===== src/hdl/lsb_pkg.sv =====
package lsb_pkg;

    // Default sinogram geometry and counter width
    localparam int S_BINS_DEF      = 512;
    localparam int THETA_BINS_DEF  = 512;
    localparam int COUNT_WIDTH_DEF = 32;

    // Field widths of the stream payloads
    localparam int PID_W       = 32;
    localparam int POS_W       = 24;
    localparam int DIR_W       = 16;
    localparam int BIN_W       = 9;
    localparam int THETA_W     = 16;
    localparam int OUT_CNT_W   = 32;
    localparam int IN_TDATA_W  = 136;
    localparam int OUT_TDATA_W = 96;

    localparam logic [PID_W-1:0] CODE_RESET = 32'd22;

    // Request kinds carried on s_tuser
    localparam logic [0:0] CMD_BIN  = 1'b0;
    localparam logic [0:0] CMD_READ = 1'b1;

    // Iteration counts of the shared units
    localparam int MUL_STEPS    = 11;
    localparam int SQRT_STEPS   = 24;
    localparam int CORDIC_STEPS = 20;

    // Distance limits in Q15.8
    localparam logic [POS_W-1:0] S_MAX_Q   = 24'h7F_FFFF;
    localparam logic [POS_W:0]   S_NEG_LIM = 25'h080_0000;
    localparam logic [POS_W:0]   S_HALF_RANGE = 25'd65536;

    localparam logic [THETA_W-1:0] TURN_HALF    = 16'h8000;
    localparam logic [THETA_W-1:0] TURN_QUARTER = 16'h4000;
    localparam logic [31:0]        ANG_HALF     = 32'h8000_0000;
    localparam logic [31:0]        ANG_ROUND    = 32'h0000_8000;

    // Multiply sequencer steps: a step picks operands, folds in the previous product, or both
    typedef enum logic [3:0] {
        MS_NONE,
        MS_XDZ,
        MS_ZDX,
        MS_XDX,
        MS_ZDZ,
        MS_DXDX,
        MS_DZDZ,
        MS_ABS,
        MS_HH,
        MS_HL,
        MS_LL,
        MS_CSQ
    } mstep_t;

    typedef struct packed {
        logic       load;
        logic       clr_wr;
        mstep_t     mstep;
        logic       it_init;
        logic       it_run;
        logic [4:0] it_k;
        logic       fin;
        logic       mem_rd;
        logic       commit;
    } dp_cmd_t;

    typedef struct packed {
        logic is_read;
        logic clr_last;
        logic out_free;
    } dp_stat_t;

    // CORDIC arctangent table in 2^-32 turns
    function automatic logic [31:0] atan_turn(input logic [4:0] idx);
        logic [31:0] r;
        unique case (idx)
            5'd0:    r = 32'h2000_0000;
            5'd1:    r = 32'h12E4_051D;
            5'd2:    r = 32'h09FB_385B;
            5'd3:    r = 32'h0511_11D4;
            5'd4:    r = 32'h028B_0D43;
            5'd5:    r = 32'h0145_D7E1;
            5'd6:    r = 32'h00A2_F61E;
            5'd7:    r = 32'h0051_7C55;
            5'd8:    r = 32'h0028_BE53;
            5'd9:    r = 32'h0014_5F2F;
            5'd10:   r = 32'h000A_2F98;
            5'd11:   r = 32'h0005_17CC;
            5'd12:   r = 32'h0002_8BE6;
            5'd13:   r = 32'h0001_45F3;
            5'd14:   r = 32'h0000_A2FA;
            5'd15:   r = 32'h0000_517D;
            5'd16:   r = 32'h0000_28BE;
            5'd17:   r = 32'h0000_145F;
            5'd18:   r = 32'h0000_0A30;
            5'd19:   r = 32'h0000_0518;
            default: r = 32'h0000_0000;
        endcase
        return r;
    endfunction

endpackage


===== src/hdl/lsb_ctrl.sv =====
module lsb_ctrl (
    input  logic              aclk,
    input  logic              aresetn,
    input  logic              in_valid,
    output logic              in_ready,
    input  lsb_pkg::dp_stat_t stat,
    output lsb_pkg::dp_cmd_t  cmd
);

    typedef enum logic [2:0] {
        ST_CLEAR,
        ST_IDLE,
        ST_DISP,
        ST_MUL,
        ST_INIT,
        ST_ITER,
        ST_FIN,
        ST_RD
    } state_t;

    state_t     state_reg, state_next;
    logic [3:0] step_reg, step_next;
    logic [4:0] k_reg, k_next;
    logic       upd_reg, upd_next;

    always_ff @(posedge aclk) begin
        if (!aresetn) begin
            state_reg <= ST_CLEAR;
            step_reg  <= '0;
            k_reg     <= '0;
            upd_reg   <= 1'b0;
        end else begin
            state_reg <= state_next;
            step_reg  <= step_next;
            k_reg     <= k_next;
            upd_reg   <= upd_next;
        end
    end

    always_comb begin
        state_next = state_reg;
        step_next  = step_reg;
        k_next     = k_reg;
        upd_next   = upd_reg;
        in_ready   = 1'b0;
        cmd        = '0;
        cmd.mstep  = lsb_pkg::MS_NONE;
        cmd.it_k   = k_reg;
        if (upd_reg) begin
            // hold the finished request until the output register is free
            if (stat.out_free) begin
                cmd.commit = 1'b1;
                upd_next   = 1'b0;
                state_next = ST_IDLE;
            end
        end else begin
            unique case (state_reg)
                ST_CLEAR: begin
                    cmd.clr_wr = 1'b1;
                    if (stat.clr_last) begin
                        state_next = ST_IDLE;
                    end
                end
                ST_IDLE: begin
                    in_ready = 1'b1;
                    if (in_valid) begin
                        cmd.load   = 1'b1;
                        state_next = ST_DISP;
                    end
                end
                ST_DISP: begin
                    step_next = '0;
                    if (stat.is_read) begin
                        state_next = ST_FIN;
                    end else begin
                        state_next = ST_MUL;
                    end
                end
                ST_MUL: begin
                    unique case (step_reg)
                        4'd0:    cmd.mstep = lsb_pkg::MS_XDZ;
                        4'd1:    cmd.mstep = lsb_pkg::MS_ZDX;
                        4'd2:    cmd.mstep = lsb_pkg::MS_XDX;
                        4'd3:    cmd.mstep = lsb_pkg::MS_ZDZ;
                        4'd4:    cmd.mstep = lsb_pkg::MS_DXDX;
                        4'd5:    cmd.mstep = lsb_pkg::MS_DZDZ;
                        4'd6:    cmd.mstep = lsb_pkg::MS_ABS;
                        4'd7:    cmd.mstep = lsb_pkg::MS_HH;
                        4'd8:    cmd.mstep = lsb_pkg::MS_HL;
                        4'd9:    cmd.mstep = lsb_pkg::MS_LL;
                        4'd10:   cmd.mstep = lsb_pkg::MS_CSQ;
                        default: cmd.mstep = lsb_pkg::MS_NONE;
                    endcase
                    if (step_reg == 4'(lsb_pkg::MUL_STEPS - 1)) begin
                        state_next = ST_INIT;
                    end else begin
                        step_next = step_reg + 4'd1;
                    end
                end
                ST_INIT: begin
                    cmd.it_init = 1'b1;
                    k_next      = '0;
                    state_next  = ST_ITER;
                end
                ST_ITER: begin
                    cmd.it_run = 1'b1;
                    if (k_reg == 5'(lsb_pkg::SQRT_STEPS - 1)) begin
                        state_next = ST_FIN;
                    end else begin
                        k_next = k_reg + 5'd1;
                    end
                end
                ST_FIN: begin
                    cmd.fin    = 1'b1;
                    state_next = ST_RD;
                end
                ST_RD: begin
                    cmd.mem_rd = 1'b1;
                    upd_next   = 1'b1;
                end
                default: state_next = ST_CLEAR;
            endcase
        end
    end

endmodule


===== config.mk =====
export PLATFORM = sky130hd
export DESIGN_NAME = lsb_ctrl
export DESIGN_NICKNAME = d
export VERILOG_FILES = /design/src/hdl/lsb_pkg.sv /design/src/hdl/lsb_ctrl.sv
export SDC_FILE = /design/constraint.sdc
export NUM_CORES = 1
export LEC_CHECK = 0
export ABC_CLOCK_PERIOD_IN_PS = 5300
export BUFFER_PORTS_ARGS = -buffer_cell sky130_fd_sc_hd__buf_4
export CORE_MARGIN = 5
export CORE_UTILIZATION = 30
export CTS_CLUSTER_SIZE = 14
export DETAILED_ROUTE_END_ITERATION = 6
export PLACE_DENSITY = 0.56
export SLEW_MARGIN = 20
export SYNTH_ARGS = -nofsm -noshare
export SYNTH_HDL_FRONTEND = slang
export SYNTH_SLANG_ARGS = --single-unit

===== constraint.sdc =====
create_clock -name aclk -period 5.3 [get_ports aclk]
set_input_delay 0.265 -clock aclk [delete_from_list [all_inputs] [get_ports aclk]]
set_output_delay 0.265 -clock aclk [all_outputs]
set_load 0.02 [all_outputs]

# Yosys cells after proc, flatten, opt, wreduce, memory -nomap -nowiden
# Memory sizes are Yosys's and may differ from the RTL's. A register that Yosys moved wholly into a read port is not among the register bits.
# Index checks and enable logic that the tools add are counted.
# W data, S select, Z words.
[totals]
reg_bits = 13
latch_bits = 0
ramBits = 0
romBits = 64
input_bits = 6
output_inout_bits = 17
elab_cells = 61
n_memories = 1
[classes]
addsub = 2
multipliers = 0
div_mod_pow = 0
n_lt_le_gt_ge = 0
n_eq_ne = 16
shift = 0
muxes = 30
n_bitwise = 1
n_reduce_logical = 7
[mem_list]
columns = ["memory", "depth", "width", "read_ports", "rd_clocked_by_memory_dff", "write_ports", "line_no", "rtl"]
rows = [
  ["(name not given)", 16, 4, 1, 1, 0, "lsb_ctrl.sv:80", "unique case (step_reg)"],
]
[ops]
columns = ["cell", "n"]
rows = [
  ["$mux W3", 7],
  ["$pmux W3 S7", 1],
  ["$mux W4", 4],
  ["$mux W1", 13],
  ["$eq A3 B3 Y1 const B", 4],
  ["$ne A3 B3 Y1 const B", 4],
  ["$pmux W5 S2", 1],
  ["$mux W8", 1],
  ["$pmux W4 S2", 1],
  ["$reduce_bool A8 Y1", 1],
  ["$eq A3 B2 Y1 const B", 2],
  ["$ne A2 B2 Y1 const B", 3],
  ["$reduce_and A3 Y1", 2],
  ["$reduce_and A6 Y1", 1],
  ["$add A5 B1 Y5 const B", 1],
  ["$eq A5 B5 Y1 const B", 1],
  ["$mux W5", 1],
  ["$add A4 B1 Y4 const B", 1],
  ["$eq A4 B4 Y1 const B", 1],
  ["$reduce_bool A2 Y1", 2],
  ["$eq A3 B1 Y1 const B", 1],
  ["$logic_not A3 Y1", 1],
  ["$mux W2", 1],
  ["$not A1 Y1", 1],
]

# Depth between registers and ports, before layout
[logic_depth]
depth_word = 5
mapped_depth = 9
depth_no_buf = 9

# Worst setup path after synthesis
# No wires, ideal clock.
[synth_path]
path_kind = "register to register"
from = "register state_reg[0]"
to = "register with a tool-made name"
setup_ps = 121
arrival_time_ps = 1916
slack_ps = 3263
path_stages_with_launch = 9
path_buffers = 1
synth_period_minus_slack_ps = 2037
cell_sequence = "dfxtp_1 -> ha_1 -> buf_2 -> nor3b_4 -> a21oi_1 -> a211oi_1 -> ha_1 -> a31oi_1 -> mux2_4"
[synth_rtl]
columns = ["element", "line_no", "rtl"]
rows = [
  ["start, declared", "lsb_ctrl.sv:21", "state_t state_reg, state_next;"],
  ["start signal, assigned", "lsb_ctrl.sv:33", "state_reg <= state_next;"],
]

==> results.md <==
* Slew Viols, Final at 0
* Sequential-to-total area share from yosys stat at 28.5%
* Mapped Nets at around 150
* Vias in the first global route at around 1,100
* Setup TNS Final at 0 ns
* Post-place setup slack at 2.95 ns
* Largest area contributor in the netlist: dfxtp_1
* First-pass GRT wire length at 4890 um
* Post-CTS Setup Inserts at 0
* Synth async-reset ratio at 0%
* Antenna cells at 0
* Final Skew at 0.00198 ns
* CTS tree: done
* Slowest cell on crit path: nor3b_4
* Final setup margin at 2.95 ns
* Iteration-0 DRC Markers at 56
* Final setup violation count at 0
* Max incr delay on CP at between 0.4 and 0.5 ns
* Post-CTS sizing at 0
* RSZ-0062 raised after global routing: no
* Vias at about 1,100
* Cell variety after synth at 44
* Antenna violations before repair at 0
* Area delta synth->final at 19.4%
* Post-synth EDFFs at 0
* Startpoint Class: flip-flop
* Clock net sink count at 17
* Mapped Area at approximately 1200 um2
* Share of cells above drive strength 1 at 22.8%
* Synth warn at 0
* MaxCap Viol Count at 0
* Worst endpoint data arrival time at ~2.5 ns
* CP endpoint kind: flip-flop
* Fin. Hold Viols at 0
* Final net count at ~170
* Max VDD drop at just under 0.3 mV
* Die area at between 5000 and 6000 um2
* Max Fclk at 426 MHz
* CP most frequent cell: ha_1
* Largest net degree at the start of global routing at 15
* H-Tree Depth at 1
* Average size of a mapped cell at 8.64 um2
* I/O Buffers at 22
* Clock Tree Root: clkbuf_8
* # rows at 23
* Clk_lat worst skew at 0.26 ns
* Core ar. at 3910 um2
* Avg Vias per Cell at 5.16
* Power Density at around 360 nW/um2
* Crit-path leading delay family: compound AO/OA/AOI/OAI gates
* Post-Layout Cell Count at between 200 and 250
* DRT antenna net count at 0
* Cts hold-fix bufs at 0
* Rel. slew slack at 66.2%
* Hold_ws at around 0.33 ns
* RePlAce Congestion at between 0.7 and 0.8
* Initial Utilization at between 30 and 40%
* Synth Register Bits at 17
* Post-DP HPWL at between 2000 and 2500 um
* Min Tclk post-route at 2.35 ns
* DRC violations left at 0
* Clk buf depth at 2
* Fraction of the cycle the final worst path needs at about 44%
* Area contributors post-synth: dfxtp_1, ha_1, and2_1
* CP cell instances: ha_1 > nor3b_4 > a21oi_1 > a211oi_1 > ha_1 > a31oi_1 > mux2_4
* Die height at ~73 um
* Final core occ at around 36%
* Global Route Usage Sum at 11.5%
* Final WL at 2740 um
* Clock Pin Slew Worst Setup and Hold Paths at around 0.070 ns
* Synth top area share at between 20% and 30%
* Ports at 23
* Die Wd at 73.0 um
* Wire length per cell at approximately 13 um
* Top_reg_cell synth: dfxtp_1
* Critical Path Fanout Max at 9
* TritonCTS Buffers at 3
* Hold Crit Class: in2reg
* Pleak at between 0.5 and 0.6 nW
* Dpl cells at 204
* Syn Inst Count at about 140
* Critical path buffers and inverters at 0
* Congestion Overflow GR at 0
* Most frequent cells after synthesis: dfxtp_1, and2_1, ha_1, inv_1
* Pre-antenna DRT Iters at 4
* Most frequent cell after synthesis: dfxtp_1
* Req. time, crit path at approximately 5.5 ns
* Setup Crit Path Kind: reg2reg
* Status: complete, no violations
* Slew @ Worst Pin at ~0.5 ns
==> worst reg2reg max path: cells and delay by family (launching register included) <==
kind | cells | cell delay, ns
flops | 1 | 0.36
mux | 1 | 0.27
fa+ha+maj | 2 | 0.58
simple gates | 1 | 0.43
compound gates | 3 | 0.60
==> metal layers <==
layer / vias up / global-route usage [%] / part of all wire [%]
met3: 5 / 3.31 / 4.0
li1: 544 / - / -
met5: - / 0 / 0
met4: 0 / 5.12 / 1.5
met1: 505 / 12.9 / 44
met2: 20 / 20.0 / 50
==> report_power, final <==
| part | switching (mW) | leakage (nW) | internal, mW |
|---|---|---|---|
| registers | 0.0158 | 0.137 | 0.141 |
| clock network | 0.0474 | 0.0255 | 0.0523 |
| logic | 0.151 | 0.431 | 0.112 |
| total | 0.214 | 0.594 | 0.306 |
==> placed cells by master, fill, tap and decap left out, types with 4 or more instances in the layout <==
cell type,Yosys,layout
nand3_1,8,8
buf_4,0,22
a21oi_1,8,8
nor2_1,5,5
nand2_1,8,8
dfxtp_1,17,17
and2_1,10,10
a211oi_1,5,5
ha_1,9,9
inv_1,9,9
o21ai_0,4,4
nor2b_1,5,5
==> logic make-up after synthesis <==
family | after synthesis | synth area share [%]
AOI/OAI and AO/OA | 34 | 21.2
adders and majority gates | 9 | 9.44
xor gates and xnor gates | 1 | 0.735
DFF | 17 | 28.5
muxes | 3 | 2.94
buffers and inverters | 15 | 6.40
and+or+nand+nor | 59 | 30.7
==> worst paths after layout <==
check                       startpoint                  endpoint  slack [ns]  depth (start not counted)
max          state_reg[0]$_SDFFE_PN0P_                 flip-flop        2.95                          7
min                            aresetn  step_reg[1]$_SDFFE_PN0N_        0.33                          2
max reg2reg  state_reg[0]$_SDFFE_PN0P_                 flip-flop        2.95                          7
min reg2reg      k_reg[4]$_SDFFE_PN0P_     k_reg[4]$_SDFFE_PN0P_        0.51                          2
==> metrics by stage <==
stage          cell area (um2)  power [mW]
3_5_place_dp              1380       0.423
3_3_place_gp              1380       0.421
2_1_floorplan             1190       0.358
4_1_cts                   1420       0.527
6_report                  1420       0.520
5_1_grt                   1420       0.571
==> area by class of cell <==
cell class | count | area [um2]
clock buffers | 3 | 41.3
clock inverters | 1 | 5.00
fillers | 438 | 2490
inverters | 9 | 33.8
multi-input cells | 106 | 776
flip-flops and latches | 17 | 340
well taps | 50 | 62.6
repair buffers | 22 | 165
No activity file was read; power rests on OpenSTA's default activity.
